$ cat src/hw/rtl/bsa_pkg.sv
package bsa_pkg;

   // slots in the pool; slot numbers are eight bits wide
   localparam int POOL_SIZE = 256;

   // counts, pointers and the configured slot number all fit in nine bits
   localparam int CNT_W = 9;
   localparam int QUEUE_DEPTH = 2;
   localparam logic [CNT_W-1:0] SLOTS_RESET = 9'd256;

   localparam logic [7:0] BYTE_FULL = 8'hFF;
   localparam logic [7:0] MASK_NIBBLE = 8'h0F;
   localparam logic [7:0] MASK_PAIR = 8'h33;
   localparam logic [7:0] MASK_BIT = 8'h55;

   typedef enum logic [1:0] {
      CMD_ALLOC = 2'd0,
      CMD_FREE = 2'd1,
      CMD_CLEAR = 2'd2,
      CMD_NOP = 2'd3
   } cmd_type;

   typedef enum logic [1:0] {
      STAT_OK = 2'd0,
      STAT_FULL = 2'd1,
      STAT_RANGE = 2'd2,
      STAT_DOUBLE = 2'd3
   } status_type;

   // classified operation handed from front to back
   typedef enum logic [2:0] {
      OP_ALLOC,
      OP_FREE,
      OP_RANGE,
      OP_CLEAR,
      OP_NOP
   } op_kind_type;

   typedef enum logic [1:0] {
      ENG_IDLE,
      ENG_ALLOC,
      ENG_FREE,
      ENG_SCAN
   } eng_state_type;

   typedef struct packed {
      logic [1:0] command;
      logic [7:0] slot_index;
   } req_type;

   typedef struct packed {
      logic [1:0] status;
      logic [7:0] granted_slot;
      logic [8:0] free_count;
   } rsp_type;

   typedef struct packed {
      op_kind_type op;
      logic [7:0] slot_index;
      logic [CNT_W-1:0] active_count;
   } op_type;

   // position of the lowest clear bit; only meaningful for a byte that is not full
   function automatic logic [2:0] lowest_zero_bit(input logic [7:0] b);
      logic [7:0] c;
      logic [2:0] pos;
      c = ~b;
      pos = 3'd7;
      if ((c & MASK_NIBBLE) != 8'h00) begin
         pos = pos - 3'd4;
         c = c & MASK_NIBBLE;
      end
      if ((c & MASK_PAIR) != 8'h00) begin
         pos = pos - 3'd2;
         c = c & MASK_PAIR;
      end
      if ((c & MASK_BIT) != 8'h00) begin
         pos = pos - 3'd1;
      end
      return pos;
   endfunction

endpackage

$ cat src/hw/rtl/bitmap_slot_allocator_core.sv
// Channel   Ports                              Moves
// --------  ---------------------------------  ------------------------------------
// request   push, full, req_data               command and slot index, queue style
// response  empty, pop, rsp_data               status, granted slot, free count
// csr       csr_wr_en, csr_wr_data             slot count, applied at next clear
//
// Order: with the engine idle, a clear, full pool, range error or unused code is
// answered from idle, a free or allocate once its byte is read; an allocate that
// fills its byte then scans one byte a cycle (up to 31) before the next request.
// Reset: synchronous; no slots held, 256 slots, queues empty. No clearing pass:
// rows carry valid bits.
// Stalls: with no pops, two responses and two requests queue up, then full rises.
module bitmap_slot_allocator_core (
   input  logic             clock,
   input  logic             reset,
   // request side
   input  logic             push,
   output logic             full,
   input  bsa_pkg::req_type  req_data,
   // response side
   output logic             empty,
   input  logic             pop,
   output bsa_pkg::rsp_type  rsp_data,
   // slot count register
   input  logic             csr_wr_en,
   input  logic [8:0]       csr_wr_data
);

   logic accept;
   bsa_pkg::op_type op_in_data;   // classified request into the queue
   bsa_pkg::op_type op_out_data;  // oldest classified request
   logic op_empty;
   logic op_pop;
   logic rsp_full;
   logic rsp_push;
   bsa_pkg::rsp_type rsp_in_data;

   assign accept = push & ~full;

   // front: decode, range check against its copy of the active count,
   // and the slot count register
   bsa_front u_front (
      .clock(clock),
      .reset(reset),
      .accept(accept),
      .req_data(req_data),
      .csr_wr_en(csr_wr_en),
      .csr_wr_data(csr_wr_data),
      .op_data(op_in_data)
   );

   // request queue between front and engine
   bsa_fifo #(
      .ENTRY_TYPE(bsa_pkg::op_type),
      .DEPTH(bsa_pkg::QUEUE_DEPTH)
   ) u_op_queue (
      .clock(clock),
      .reset(reset),
      .push(accept),
      .push_data(op_in_data),
      .full(full),
      .pop(op_pop),
      .pop_data(op_out_data),
      .empty(op_empty)
   );

   // engine: owns the bitmap, first-free pointer and free count;
   // starts a request only when the response queue has room
   bsa_engine u_engine (
      .clock(clock),
      .reset(reset),
      .op_empty(op_empty),
      .op_data(op_out_data),
      .op_pop(op_pop),
      .rsp_full(rsp_full),
      .rsp_push(rsp_push),
      .rsp_data(rsp_in_data)
   );

   // response queue
   bsa_fifo #(
      .ENTRY_TYPE(bsa_pkg::rsp_type),
      .DEPTH(bsa_pkg::QUEUE_DEPTH)
   ) u_rsp_queue (
      .clock(clock),
      .reset(reset),
      .push(rsp_push),
      .push_data(rsp_in_data),
      .full(rsp_full),
      .pop(pop),
      .pop_data(rsp_data),
      .empty(empty)
   );

endmodule

$ cat src/hw/rtl/bsa_fifo.sv
module bsa_fifo #(
   parameter type ENTRY_TYPE = logic,
   parameter int DEPTH = 2
) (
   input  logic      clock,
   input  logic      reset,
   input  logic      push,
   input  ENTRY_TYPE push_data,
   output logic      full,
   input  logic      pop,
   output ENTRY_TYPE pop_data,
   output logic      empty
);

   localparam int PW = (DEPTH > 1) ? $clog2(DEPTH) : 1;
   localparam int CW = $clog2(DEPTH + 1);

   ENTRY_TYPE store_ff [DEPTH];
   logic [PW-1:0] wr_ptr_ff, wr_ptr_in;
   logic [PW-1:0] rd_ptr_ff, rd_ptr_in;
   logic [CW-1:0] count_ff, count_in;
   logic do_push, do_pop;

   assign full = (count_ff == CW'(DEPTH));
   assign empty = (count_ff == '0);
   assign pop_data = store_ff[rd_ptr_ff];
   assign do_push = push & ~full;
   assign do_pop = pop & ~empty;

   always_comb begin
      wr_ptr_in = wr_ptr_ff;
      rd_ptr_in = rd_ptr_ff;
      count_in = count_ff;
      if (do_push) begin
         wr_ptr_in = (wr_ptr_ff == PW'(DEPTH - 1)) ? '0 : wr_ptr_ff + 1'b1;
      end
      if (do_pop) begin
         rd_ptr_in = (rd_ptr_ff == PW'(DEPTH - 1)) ? '0 : rd_ptr_ff + 1'b1;
      end
      if (do_push && !do_pop) begin
         count_in = count_ff + 1'b1;
      end else if (do_pop && !do_push) begin
         count_in = count_ff - 1'b1;
      end
   end

   always_ff @(posedge clock) begin
      if (reset) begin
         wr_ptr_ff <= '0;
         rd_ptr_ff <= '0;
         count_ff <= '0;
      end else begin
         wr_ptr_ff <= wr_ptr_in;
         rd_ptr_ff <= rd_ptr_in;
         count_ff <= count_in;
      end
   end

   always_ff @(posedge clock) begin
      if (do_push) begin
         store_ff[wr_ptr_ff] <= push_data;
      end
   end

endmodule

$ cat src/hw/rtl/bsa_front.sv
module bsa_front (
   input  logic            clock,
   input  logic            reset,
   input  logic            accept,
   input  bsa_pkg::req_type req_data,
   input  logic            csr_wr_en,
   input  logic [8:0]      csr_wr_data,
   output bsa_pkg::op_type  op_data
);

   localparam logic [bsa_pkg::CNT_W-1:0] RESET_ACTIVE =
      bsa_pkg::CNT_W'((bsa_pkg::POOL_SIZE < 256) ? bsa_pkg::POOL_SIZE : 256);

   logic [bsa_pkg::CNT_W-1:0] slots_ff;
   logic [bsa_pkg::CNT_W-1:0] active_ff, active_in;
   logic [bsa_pkg::CNT_W-1:0] clamped;

   // slot count as a clear command will apply it
   always_comb begin
      if (slots_ff == '0) begin
         clamped = bsa_pkg::CNT_W'(1);
      end else if (int'(slots_ff) > bsa_pkg::POOL_SIZE) begin
         clamped = bsa_pkg::CNT_W'(bsa_pkg::POOL_SIZE);
      end else begin
         clamped = slots_ff;
      end
   end

   // shadow of the back's active count, kept in request order
   always_comb begin
      op_data.slot_index = req_data.slot_index;
      op_data.active_count = clamped;
      active_in = active_ff;
      case (req_data.command)
         bsa_pkg::CMD_ALLOC: begin
            op_data.op = bsa_pkg::OP_ALLOC;
         end
         bsa_pkg::CMD_FREE: begin
            if (bsa_pkg::CNT_W'(req_data.slot_index) >= active_ff) begin
               op_data.op = bsa_pkg::OP_RANGE;
            end else begin
               op_data.op = bsa_pkg::OP_FREE;
            end
         end
         bsa_pkg::CMD_CLEAR: begin
            op_data.op = bsa_pkg::OP_CLEAR;
            if (accept) begin
               active_in = clamped;
            end
         end
         default: begin
            op_data.op = bsa_pkg::OP_NOP;
         end
      endcase
   end

   always_ff @(posedge clock) begin
      if (reset) begin
         slots_ff <= bsa_pkg::SLOTS_RESET;
         active_ff <= RESET_ACTIVE;
      end else begin
         if (csr_wr_en) begin
            slots_ff <= csr_wr_data;
         end
         active_ff <= active_in;
      end
   end

endmodule

$ cat src/hw/rtl/bsa_engine.sv
module bsa_engine (
   input  logic            clock,
   input  logic            reset,
   input  logic            op_empty,
   input  bsa_pkg::op_type  op_data,
   output logic            op_pop,
   input  logic            rsp_full,
   output logic            rsp_push,
   output bsa_pkg::rsp_type rsp_data
);

   localparam int MAP_BYTES = (bsa_pkg::POOL_SIZE + 7) / 8;
   localparam int AW = (MAP_BYTES > 1) ? $clog2(MAP_BYTES) : 1;
   localparam int CMP_W = (AW + 3 > bsa_pkg::CNT_W) ? AW + 3 : bsa_pkg::CNT_W;
   localparam logic [AW-1:0] LAST_ROW = AW'(MAP_BYTES - 1);
   localparam logic [bsa_pkg::CNT_W-1:0] RESET_ACTIVE =
      bsa_pkg::CNT_W'((bsa_pkg::POOL_SIZE < 256) ? bsa_pkg::POOL_SIZE : 256);

   bsa_pkg::eng_state_type state_ff, state_in;
   logic [bsa_pkg::CNT_W-1:0] active_ff, active_in;
   logic [bsa_pkg::CNT_W-1:0] free_ff, free_in;
   logic [bsa_pkg::CNT_W-1:0] first_ff, first_in;
   logic [7:0] slot_ff, slot_in;

   logic [7:0] map_mem [MAP_BYTES];
   logic [MAP_BYTES-1:0] valid_ff;
   logic [7:0] rd_data_ff;
   logic rd_valid_ff;
   logic [AW-1:0] rd_row_ff;

   logic [AW-1:0] rd_addr;
   logic wr_en;
   logic [AW-1:0] wr_addr;
   logic [7:0] wr_data;
   logic clear_map;
   logic [7:0] reset_row;
   logic [7:0] row_eff;
   logic [7:0] alloc_bit;
   logic [7:0] free_bit;
   logic [7:0] row_alloc;

   // rows never written since reset or the last clear read as their clear value:
   // bits at or beyond the active count set
   always_comb begin
      for (int k = 0; k < 8; k++) begin
         reset_row[k] = (CMP_W'({rd_row_ff, 3'(k)}) >= CMP_W'(active_ff));
      end
   end

   assign row_eff = rd_valid_ff ? rd_data_ff : reset_row;
   assign alloc_bit = 8'b1 << first_ff[2:0];
   assign free_bit = 8'b1 << slot_ff[2:0];
   assign row_alloc = row_eff | alloc_bit;

   always_comb begin
      state_in = state_ff;
      active_in = active_ff;
      free_in = free_ff;
      first_in = first_ff;
      slot_in = slot_ff;
      op_pop = 1'b0;
      rsp_push = 1'b0;
      rsp_data.status = bsa_pkg::STAT_OK;
      rsp_data.granted_slot = '0;
      rsp_data.free_count = free_ff;
      rd_addr = rd_row_ff;
      wr_en = 1'b0;
      wr_addr = rd_row_ff;
      wr_data = row_alloc;
      clear_map = 1'b0;
      case (state_ff)
         bsa_pkg::ENG_IDLE: begin
            if (!op_empty && !rsp_full) begin
               op_pop = 1'b1;
               case (op_data.op)
                  bsa_pkg::OP_ALLOC: begin
                     if (free_ff == '0 || first_ff >= active_ff) begin
                        rsp_push = 1'b1;
                        rsp_data.status = bsa_pkg::STAT_FULL;
                     end else begin
                        rd_addr = AW'(first_ff >> 3);
                        state_in = bsa_pkg::ENG_ALLOC;
                     end
                  end
                  bsa_pkg::OP_FREE: begin
                     slot_in = op_data.slot_index;
                     rd_addr = AW'(op_data.slot_index >> 3);
                     state_in = bsa_pkg::ENG_FREE;
                  end
                  bsa_pkg::OP_RANGE: begin
                     rsp_push = 1'b1;
                     rsp_data.status = bsa_pkg::STAT_RANGE;
                  end
                  bsa_pkg::OP_CLEAR: begin
                     active_in = op_data.active_count;
                     free_in = op_data.active_count;
                     first_in = '0;
                     clear_map = 1'b1;
                     rsp_push = 1'b1;
                     rsp_data.free_count = op_data.active_count;
                  end
                  default: begin
                     rsp_push = 1'b1;
                  end
               endcase
            end
         end
         bsa_pkg::ENG_ALLOC: begin
            wr_en = 1'b1;
            free_in = free_ff - 1'b1;
            rsp_push = 1'b1;
            rsp_data.granted_slot = first_ff[7:0];
            rsp_data.free_count = free_ff - 1'b1;
            if (free_ff == bsa_pkg::CNT_W'(1)) begin
               first_in = active_ff;
               state_in = bsa_pkg::ENG_IDLE;
            end else if (row_alloc != bsa_pkg::BYTE_FULL) begin
               first_in = bsa_pkg::CNT_W'({rd_row_ff, bsa_pkg::lowest_zero_bit(row_alloc)});
               state_in = bsa_pkg::ENG_IDLE;
            end else if (rd_row_ff == LAST_ROW) begin
               first_in = active_ff;
               state_in = bsa_pkg::ENG_IDLE;
            end else begin
               rd_addr = rd_row_ff + 1'b1;
               state_in = bsa_pkg::ENG_SCAN;
            end
         end
         bsa_pkg::ENG_SCAN: begin
            if (row_eff != bsa_pkg::BYTE_FULL) begin
               first_in = bsa_pkg::CNT_W'({rd_row_ff, bsa_pkg::lowest_zero_bit(row_eff)});
               state_in = bsa_pkg::ENG_IDLE;
            end else if (rd_row_ff == LAST_ROW) begin
               first_in = active_ff;
               state_in = bsa_pkg::ENG_IDLE;
            end else begin
               rd_addr = rd_row_ff + 1'b1;
            end
         end
         bsa_pkg::ENG_FREE: begin
            rsp_push = 1'b1;
            state_in = bsa_pkg::ENG_IDLE;
            if ((row_eff & free_bit) == 8'h00) begin
               rsp_data.status = bsa_pkg::STAT_DOUBLE;
            end else begin
               wr_en = 1'b1;
               wr_data = row_eff & ~free_bit;
               free_in = free_ff + 1'b1;
               rsp_data.free_count = free_ff + 1'b1;
               if (bsa_pkg::CNT_W'(slot_ff) < first_ff) begin
                  first_in = bsa_pkg::CNT_W'(slot_ff);
               end
            end
         end
         default: begin
            state_in = bsa_pkg::ENG_IDLE;
         end
      endcase
   end

   always_ff @(posedge clock) begin
      if (reset) begin
         state_ff <= bsa_pkg::ENG_IDLE;
         active_ff <= RESET_ACTIVE;
         free_ff <= RESET_ACTIVE;
         first_ff <= '0;
      end else begin
         state_ff <= state_in;
         active_ff <= active_in;
         free_ff <= free_in;
         first_ff <= first_in;
      end
   end

   always_ff @(posedge clock) begin
      slot_ff <= slot_in;
   end

   always_ff @(posedge clock) begin
      if (reset || clear_map) begin
         valid_ff <= '0;
      end else if (wr_en) begin
         valid_ff[wr_addr] <= 1'b1;
      end
   end

   always_ff @(posedge clock) begin
      if (wr_en) begin
         map_mem[wr_addr] <= wr_data;
      end
      rd_data_ff <= map_mem[rd_addr];
   end

   always_ff @(posedge clock) begin
      rd_valid_ff <= valid_ff[rd_addr] & ~clear_map;
      rd_row_ff <= rd_addr;
   end

endmodule

$ cat config.mk
export PLATFORM = sky130hd
export DESIGN_NAME = bitmap_slot_allocator_core
export DESIGN_NICKNAME = d
export VERILOG_FILES = /design/src/hw/rtl/bsa_pkg.sv /design/src/hw/rtl/bitmap_slot_allocator_core.sv /design/src/hw/rtl/bsa_fifo.sv /design/src/hw/rtl/bsa_front.sv /design/src/hw/rtl/bsa_engine.sv
export SDC_FILE = /design/constraint.sdc
export NUM_CORES = 1
export LEC_CHECK = 0
export BUFFER_PORTS_ARGS = -buffer_cell sky130_fd_sc_hd__buf_2
export CORE_ASPECT_RATIO = 0.5
export CORE_MARGIN = 2
export CORE_UTILIZATION = 35
export DETAILED_ROUTE_END_ITERATION = 12
export GPL_TIMING_DRIVEN = 0
export SYNTH_ARGS = -nofsm -noshare
export SYNTH_HDL_FRONTEND = slang
export SYNTH_SLANG_ARGS = --single-unit
$ cat constraint.sdc
create_clock -name clock -period 5.8 [get_ports clock]
set_input_delay 0.29 -clock clock [delete_from_list [all_inputs] [get_ports clock]]
set_output_delay 0.29 -clock clock [all_outputs]
set_load 0.1 [all_outputs]
==> results.py, run 1 <==
metrics = {
    "synth": {
        "synth_most_common_cell": "edfxtp_1",
        "synth_top_area_share_pct": 50.1,
        "synthFlopType": "edfxtp_1",
        "netlist_area_mm2": 0.0205,
        "yosysWarnings": 0,
        "synth.avg_cell_area_um2": 12.6,
        "async_reset_ff_share_pct": 0,
        "syn_nets": 1700,
        "synth-seq-cells": 445,
        "ys_seq_area_share_pct": 60.2,
        "synth_edf_count": 342,
        "syn_inst": 1632,
        "yosysTopAreaCell": "edfxtp_1",
        "ys_types": 83,
        "synth_area_leaders": "edfxtp_1 (50%), mux2i_1 (11%), dfxtp_1 (10%)",
        "synth_common_cells": "edfxtp_1 (342), mux2i_1 (227), nor2_1 (181), dfxtp_1 (103), nand2_1 (83)",
    },
    "layout": {
        "final_area_mm2": 0.0234,
        "antenna_cells": 0,
        "areaGrowthSynthToFinish_pct": 14.3,
        "fillers": 5405,
        "nets": 1813,
        "drive_above_1_share_pct": 11.8,
    },
    "placement": {
        "gp_congestion": 0.918,
        "hpwlAfterDp_um": 37900,
        "dpl_cell_area_mm2": 0.0219,
        "port_buffers": 43,
    },
    "critical_path": {
        "path_class": "register to register",
        "cp.arrival_ns": 5.91,
        "crit_fanout": 10,
        "crit_required_ns": 6.20,
        "r2r_slack_ns": 0.29,
        "end_kind": "register",
        "cp-start-kind": "register",
    },
    "sta": {
        "skew_ns": 0.0200,
        "rsz0062_at_grt": "no",
        "tns_ns": 0,
        "max_freq_ghz": 0.181,
        "hold_violations": 0,
        "max-slew-margin-rel_pct": 23.7,
        "fin_crit_sh_pct": 95.0,
        "tightestPinTransition_ns": 1.14,
        "fin_crit_ns": 5.51,
        "finalSetupViolCount": 0,
        "slew_violations": 0,
    },
    "clock_tree": {
        "clock-sinks": 445,
        "path_clk_slew_ns": 0.06,
        "cts_tree": "done",
        "cts-root-buf": "clkbuf_16",
        "cts_max_path_buffers": 3,
        "htree_levels": 2,
        "insertion_delay_ns": 0.57,
        "numCtsBuffers": 44,
    },
    "power_and_ir_drop": {
        "intPower_mw": 7.16,
        "seq_power_share_pct": 36.2,
        "p_clk_share_pct": 23.2,
        "pwr_density_cell_mw_per_mm2": 506,
        "switchingPower_mw": 4.68,
        "combPwrFrac_pct": 40.7,
        "ir_drop_uv": 476,
        "switching_share_pct": 39.5,
        "p_leak_nw": 8.82,
    },
    "global_route": {
        "grt_pass1_vias": 13400,
        "grt_pass1_wl_um": 82200,
        "grt_max_degree": 33,
        "grt-ovfl-total": 0,
        "track_usage_pct": 17.6,
        "antenna_found_initial": 0,
    },
    "route": {
        "wire_per_inst_um": 21.4,
        "num_vias": 13700,
        "vias_per_cell": 5.39,
        "drtPass1Iterations": 6,
        "antenna_left": 0,
        "wl_um": 54400,
        "drc": 0,
        "drt_iter0_markers": 1181,
    },
    "die": {
        "io_pins": 45,
        "die_height_um": 175,
        "die_width_um": 346,
        "die_area_mm2": 0.0606,
        "start_util_pct": 35.5,
        "coreArea_mm2": 0.0576,
        "num_rows": 62,
    },
    "job": {
        "maxCapViolCount": 0,
    },
    "outcome": {
        "status": "complete, no violations",
    },
    "worst_hold_path": {
        "hold_path.class": "primary input to register",
    },
}
final cells by class:
type                       count  area [µm²]  area share, %
timing repair buffer          67         488           2.08
sequential                   445       12300           52.7
clock inverter                18         153          0.652
buffer                        85         437           1.87
multi-input combinational   1054        7660           32.7
clock buffer                  61        1200           5.11
tap                          768         961           4.10
inverter                      48         183          0.780
what timing repair did:
item | 4_1_cts | 5_1_grt
gates resized for setup | 0 | 8
hold buffers | 17 | 0
hold endpoints to repair | 25 | 0
setup endpoints to repair | 0 | 154
setup buffers | 0 | 2
worst paths after layout:
check	cells after the start	start	to
hold reg to reg	2	u_engine.valid_ff[0]	u_engine.valid_ff[0]
hold / removal	2	req_data[8]	u_op_queue.store_ff[0][19]
setup reg to reg	16	u_engine.active_ff[6]	u_engine.rd_data_ff[2]
setup / recovery	16	u_engine.active_ff[6]	u_engine.rd_data_ff[2]
metal layers:
layer  vias to the layer above  GRT usage [%]  part of all wire, %
li1                       6391              -                    -
met1                      6758           24.3                   45
met2                       456           28.3                   45
met3                       117           2.37                  5.6
met4                         0           6.99                  4.0
met5                         -              0                    0
power groups by stage:
stage / Clock (mW) / Sequential (mW) / Combinational (mW)
final: 2.74 / 4.28 / 4.82
after global routing: 2.93 / 4.31 / 5.14
after CTS: 2.79 / 4.28 / 4.80
after detailed placement: 0 / 4.34 / 4.77
after global placement: 0 / 4.38 / 4.60
after floorplan: 0 / 4.29 / 3.39
flip-flops by register name (all words and copies together) (netlist names), 5 cells and up, named ones only:
signal and flops:
u_engine.first_ff 9, u_engine.map_mem 256, u_engine.valid_ff 32, u_engine.active_ff 9
u_front.slots_ff 9, u_front.active_ff 9, u_rsp_queue.store_ff 38, u_op_queue.store_ff 40
u_engine.rd_row_ff 5, u_engine.rd_data_ff 8, u_engine.slot_ff 8, u_engine.free_ff 9
layout by cell type, fill, tap and decap left out, types with 9 or more instances in the layout:
master,instances
mux2i_1,227
nor4_1,16
o211ai_1,9
a211o_1,14
o31ai_1,14
nor3_1,18
ha_1,44
a21oi_1,65
a221oi_1,11
dfxtp_1,103
nand2b_1,16
buf_2,50
buf_4,13
o22ai_1,36
mux2_2,35
nor2_1,171
a211oi_1,16
nor2_2,9
inv_1,46
o21ai_0,45
dlygate4sd3_1,17
nand3_1,21
clkbuf_1,70
nor2b_1,27
or3_1,10
nand2_1,83
edfxtp_1,342
a21o_1,11
clkbuf_16,45
buf_6,9
metrics by stage:
stage / setup slack [ns] / hold slack, ns / cells / power [mW] / utilization (%)
after floorplan: 1.73 / 0.389 / 1632 / 7.68 / -
after global placement: -1.06 / 0.448 / 2443 / 8.99 / 37.6
after detailed placement: 0.216 / 0.460 / 2448 / 9.11 / 37.9
after CTS: 0.195 / 0.0812 / 2544 / 11.9 / 40.6
after global routing: 0.0211 / 0.0902 / 2546 / 12.4 / 40.6
final: 0.287 / 0.108 / 2546 / 11.8 / 40.6
cell families (layout without fill, tap and decap cells):
| group | Yosys count | count (layout) | share of synthesized area [%] |
|---|---|---|---|
| DFF | 445 | 445 | 60.2 |
| and+or+nand+nor | 425 | 425 | 9.80 |
| AOI/OAI and AO/OA | 308 | 308 | 10.6 |
| muxes | 263 | 263 | 13.1 |
| buffers and inverters | 133 | 279 | 3.02 |
| adders and majority gates | 45 | 45 | 2.74 |
| xor gates and xnor gates | 13 | 13 | 0.556 |
worst max-delay path: stages (launching register included):
cell and delay [ns]:
dfxtp_1 0.40, inv_1 0.16, ha_1 0.35, a211oi_2 0.37
o221ai_1 0.23, clkbuf_1 0.28, o22a_1 0.35, o22ai_1 0.55
a211oi_1 0.19, buf_4 0.24, a41oi_4 0.36, and2_1 0.17
buf_2 0.17, buf_2 0.37, mux2i_1 0.40, o22ai_1 0.24
nor4_1 0.48
No activity file was read; power rests on OpenSTA's default activity.
==> run 2: changes to the inputs <==
- MAX_ROUTING_LAYER: not set -> met4
- clock period: 5.8 -> 6.5 ns (I/O delays scaled with it)
==> results.py, run 2 (synthesized netlist as in run 1, its figures left out) <==
metrics = {
    "power_and_ir_drop": {
        "p_leak_nw": 8.84,
        "ir_drop_uv": 322,
        "pwr_density_cell_mw_per_mm2": 453,
    },
    "route": {
        "wl_um": 54200,
        "num_vias": 13700,
        "antenna_left": 0,
        "drtPass1Iterations": 6,
        "drt_iter0_markers": 1242,
        "wire_per_inst_um": 21.3,
        "vias_per_cell": 5.38,
        "drc": 0,
    },
    "sta": {
        "slew_violations": 0,
        "finalSetupViolCount": 0,
        "max_freq_ghz": 0.176,
        "fin_crit_ns": 5.69,
        "skew_ns": 0.0158,
        "rsz0062_at_grt": "no",
        "tns_ns": 0,
        "hold_violations": 0,
        "max-slew-margin-rel_pct": 16.4,
        "tightestPinTransition_ns": 1.25,
        "fin_crit_sh_pct": 87.5,
    },
    "global_route": {
        "grt-ovfl-total": 0,
        "grt_pass1_vias": 13400,
        "grt_pass1_wl_um": 81700,
        "grt_max_degree": 33,
        "track_usage_pct": 18.1,
        "antenna_found_initial": 0,
    },
    "clock_tree": {
        "htree_levels": 2,
        "cts-root-buf": "clkbuf_16",
        "clock-sinks": 445,
        "numCtsBuffers": 43,
        "cts_max_path_buffers": 3,
        "insertion_delay_ns": 0.57,
        "cts_tree": "done",
        "path_clk_slew_ns": 0.07,
    },
    "die": {
        "die_area_mm2": 0.0606,
        "io_pins": 45,
        "num_rows": 62,
        "coreArea_mm2": 0.0576,
        "die_height_um": 175,
        "start_util_pct": 35.5,
        "die_width_um": 346,
    },
    "critical_path": {
        "cp-start-kind": "register",
        "path_cells": "inv_1 > ha_1 > nand4b_1 > o221ai_1 > clkbuf_1 > o21ai_0 > mux2_2 > mux4_2 > nor2_2 > o21a_1 > nand2_1 > nor2_1",
        "crit_family": "simple AND/OR/NAND/NOR gates",
        "worst-path-buf-inv": 2,
        "setup.worst_path.start": "u_engine.active_ff[6]",
        "r2r-start": "u_engine.active_ff[6]",
        "crit_required_ns": 6.68,
        "path_class": "register to register",
        "crit_fanout": 10,
        "end_kind": "register",
        "cp.arrival_ns": 5.87,
        "cp_slowest_cell": "nor2_1",
        "critical_path.max_stage_delay_ns": 0.95,
    },
    "outcome": {
        "status": "complete, no violations",
    },
    "worst_hold_path": {
        "min_from": "csr_wr_data[7]",
        "hold_path.class": "primary input to register",
    },
    "layout": {
        "areaGrowthSynthToFinish_pct": 14.5,
        "drive_above_1_share_pct": 11.8,
        "nets": 1810,
        "reg_top3": "u_engine.map_mem: 256 flops, u_op_queue.store_ff: 40 flops, u_rsp_queue.store_ff: 38 flops",
        "final_common_cell": "edfxtp_1",
        "largest_reg_flops": 256,
        "final_area_mm2": 0.0235,
        "final_cell_mix": "edfxtp_1 (342), mux2i_1 (227), nor2_1 (178)",
        "antenna_cells": 0,
        "regMostFlops": "u_engine.map_mem",
    },
    "job": {
        "maxCapViolCount": 0,
    },
    "placement": {
        "port_buffers": 43,
        "dpl_cell_area_mm2": 0.0219,
        "hpwlAfterDp_um": 38000,
        "gp_congestion": 0.997,
    },
}
-- run 2: final timing paths --
path | to | slack (ns) | depth (start not counted)
worst min register to register | u_engine.valid_ff[0] | 0.47 | 2
worst max register to register | u_engine.map_mem[5][4] | 0.81 | 12
worst max-delay path | u_engine.map_mem[5][4] | 0.81 | 12
worst min-delay path | u_front.slots_ff[7] | 0.02 | 3
-- run 2: power by group --
part / internal, mW / switching, mW
Sequential: 3.66 / 0.158
Clock: 1.42 / 1.10
Combinational: 1.37 / 2.93
-- run 2: worst reg2reg max path: cells and delay by family (launching register included) --
kind / cells / cell delay, ns
adders and majority gates: 1 / 0.35
muxes: 2 / 0.93
DFF: 1 / 0.39
and+or+nand+nor: 4 / 2.18
AOI/OAI and AO/OA: 3 / 0.88
buffers and inverters: 2 / 0.55
-- run 2: what timing repair did --
action	CTS	global route
endpoints found under the hold margin	23	0
hold buffers	16	0
buffers inserted	0	0
gates resized for setup	0	0
-- run 2: area by class of cell --
type | instances | area [µm²]
Sequential cell | 445 | 12300
Timing Repair Buffer | 65 | 495
Inverter | 48 | 183
Clock buffer | 54 | 1140
Fill cell | 5470 | 34200
Buffer | 85 | 437
Clock inverter | 26 | 277
Multi-Input combinational cell | 1054 | 7630
Tap cell | 768 | 961
-- run 2: routing by layer --
metal  wire length (µm)  global-route usage, %  vias up
li1                   -                      -     6398
met1              24700                   24.0     6704
met2              24600                   28.6      469
met3               3170                   2.83      118
met4               1800                   6.15        0
met5                  0                      -        -
-- run 2: through the flow --
stage               hold slack, ns  instances  util, %  power (mW)  worst slack, ns
detailed placement           0.459       2449     38.0        8.15            0.859
CTS                        0.00385       2545     40.7        10.7            0.849
global route                0.0275       2545     40.7        11.1            0.555
global placement             0.447       2443     37.6        8.03           -0.388
finish                      0.0185       2545     40.7        10.6            0.811
floorplan                    0.424       1632        -        6.86             2.43
==> run 3: changes to the inputs <==
- CORE_UTILIZATION: 35 -> 55
- PLACE_DENSITY: not set -> 0.71
==> results.py, run 3 (synthesized netlist as in run 1, its figures left out) <==
metrics = {
    "outcome": {
        "status": "complete, no violations",
    },
    "placement": {
        "hpwlAfterDp_um": 37900,
        "port_buffers": 43,
        "gp_congestion": 0.982,
        "pre_cts_ws_ns": 0.906,
        "dpl_cell_area_mm2": 0.0215,
    },
    "layout": {
        "drive_above_1_share_pct": 12.1,
        "final_area_mm2": 0.0230,
        "areaGrowthSynthToFinish_pct": 12.1,
        "fin_util_pct": 63.3,
        "regMostFlops": "u_engine.map_mem",
        "final_common_cell": "edfxtp_1",
        "largest_reg_flops": 256,
        "fillers": 2830,
        "final_cell_mix": "edfxtp_1 (342), mux2i_1 (227), nor2_1 (178)",
        "nets": 1803,
        "reg_top3": "u_engine.map_mem: 256 flops, u_op_queue.store_ff: 40 flops, u_rsp_queue.store_ff: 38 flops",
    },
    "sta": {
        "tightestPinTransition_ns": 1.30,
        "max-slew-margin-rel_pct": 12.1,
        "hold_violations": 0,
        "max_freq_ghz": 0.175,
        "worst_slack_ns": 0.788,
        "finalSetupViolCount": 0,
        "fin_crit_sh_pct": 87.9,
        "slew_violations": 0,
        "rsz0062_at_grt": "no",
        "fin_crit_ns": 5.71,
        "skew_ns": 0.0217,
    },
    "route": {
        "num_vias": 13900,
        "drc": 0,
        "wl_um": 53800,
        "drtPass1Iterations": 5,
        "drt_iter0_markers": 1352,
        "wire_per_inst_um": 23.9,
        "antenna_left": 0,
        "vias_per_cell": 6.16,
    },
    "global_route": {
        "grt_pass1_vias": 13400,
        "grt_pass1_wl_um": 81500,
        "track_usage_pct": 28.5,
        "grt_max_degree": 33,
        "antenna_found_initial": 0,
        "grt-ovfl-total": 0,
    },
    "critical_path": {
        "crit_required_ns": 6.68,
        "critical_path.max_stage_delay_ns": 0.93,
        "setup.worst_path.start": "u_engine.active_ff[7]",
        "end_kind": "register",
        "cp-start-kind": "register",
        "path_cells": "inv_1 > ha_1 > o21bai_1 > o221ai_1 > clkbuf_1 > o21ai_0 > mux2_2 > mux4_2 > nor2_2 > o21a_1 > nand2_1 > nor2_1",
        "cp.arrival_ns": 5.89,
        "r2r-start": "u_engine.active_ff[7]",
        "cp_slowest_cell": "nor2_1",
        "crit_fanout": 10,
        "path_class": "register to register",
    },
    "die": {
        "die_area_mm2": 0.0389,
        "die_width_um": 277,
        "io_pins": 45,
        "num_rows": 49,
        "coreArea_mm2": 0.0363,
        "die_height_um": 140,
        "start_util_pct": 56.4,
    },
    "clock_tree": {
        "clock-sinks": 445,
        "cts-root-buf": "clkbuf_16",
        "cts_hold_buf": 12,
        "insertion_delay_ns": 0.57,
        "post_cts_resized": 0,
        "cts_tree": "done",
        "path_clk_slew_ns": 0.06,
        "cts_max_path_buffers": 3,
        "numCtsBuffers": 40,
        "cts_setup_buffers": 0,
        "htree_levels": 2,
    },
    "worst_hold_path": {
        "min_from": "csr_wr_data[7]",
        "hold_path.class": "primary input to register",
    },
    "power_and_ir_drop": {
        "p_leak_nw": 8.80,
        "pwr_density_cell_mw_per_mm2": 459,
        "ir_drop_uv": 403,
        "power_mw": 10.5,
    },
    "job": {
        "maxCapViolCount": 0,
    },
}
[run 3: cell count changes in the layout (fill, tap and decap cells not counted), sizes merged]
| cell | previous run | this run |
|---|---|---|
| inv | 48 | 50 |
| clkinvlp | 4 | 3 |
| clkinv | 18 | 16 |
| clkbuf | 109 | 106 |
| dlygate4sd3 | 16 | 12 |
| diode | 0 | 1 |
| bufinv | 4 | 2 |
[run 3: per-layer routing]
metal  GRT usage (%)  up-vias  share of wire, %
met2            42.9      510                45
met1            39.9     6913                45
li1                -     6369                 -
met3            4.37       91               6.8
met4            9.50        0               3.2
met5               -        -                 0
[run 3: worst paths after layout]
path	cells after the start	slack (ns)	endpoint
setup / recovery	12	0.79	u_engine.map_mem[28][5]
hold / removal	3	0.02	u_front.slots_ff[7]
setup reg to reg	12	0.79	u_engine.map_mem[28][5]
hold reg to reg	2	0.48	u_engine.valid_ff[0]
[run 3: critical path, delay by kind of cell, from the launching register on]
kind                       cells  cell delay, ns
AOI/OAI and AO/OA              4            1.03
DFF                            1            0.39
and+or+nand+nor                3            2.06
adders and majority gates      1            0.35
muxes                          2            0.93
buffers and inverters          2            0.56
[run 3: metrics by stage]
step / hold WS, ns / cells / setup TNS (ns)
after floorplan: 0.424 / 1632 / 0
after global placement: 0.448 / 2159 / -3.28
after detailed placement: 0.458 / 2165 / 0
after CTS: 0.00737 / 2251 / 0
after global routing: 0.0352 / 2251 / 0
final: 0.0196 / 2252 / 0
[run 3: power by group]
part / internal [mW] / switching [mW] / leakage (nW)
registers: 3.66 / 0.156 / 3.98
clock network: 1.31 / 1.09 / 0.656
logic: 1.37 / 2.94 / 4.16
total: 6.34 / 4.19 / 8.80
[run 3: final cells by class]
class | count | area, µm² | share of cell area (%)
Sequential cell | 445 | 12300 | 53.7
Multi-Input combinational cell | 1054 | 7630 | 33.2
Clock buffer | 51 | 1110 | 4.85
Tap cell | 484 | 606 | 2.64
Timing Repair Buffer | 61 | 443 | 1.93
Buffer | 85 | 437 | 1.90
Clock inverter | 23 | 220 | 0.959
Inverter | 48 | 183 | 0.795
Antenna cell | 1 | 2.50 | 0.0109
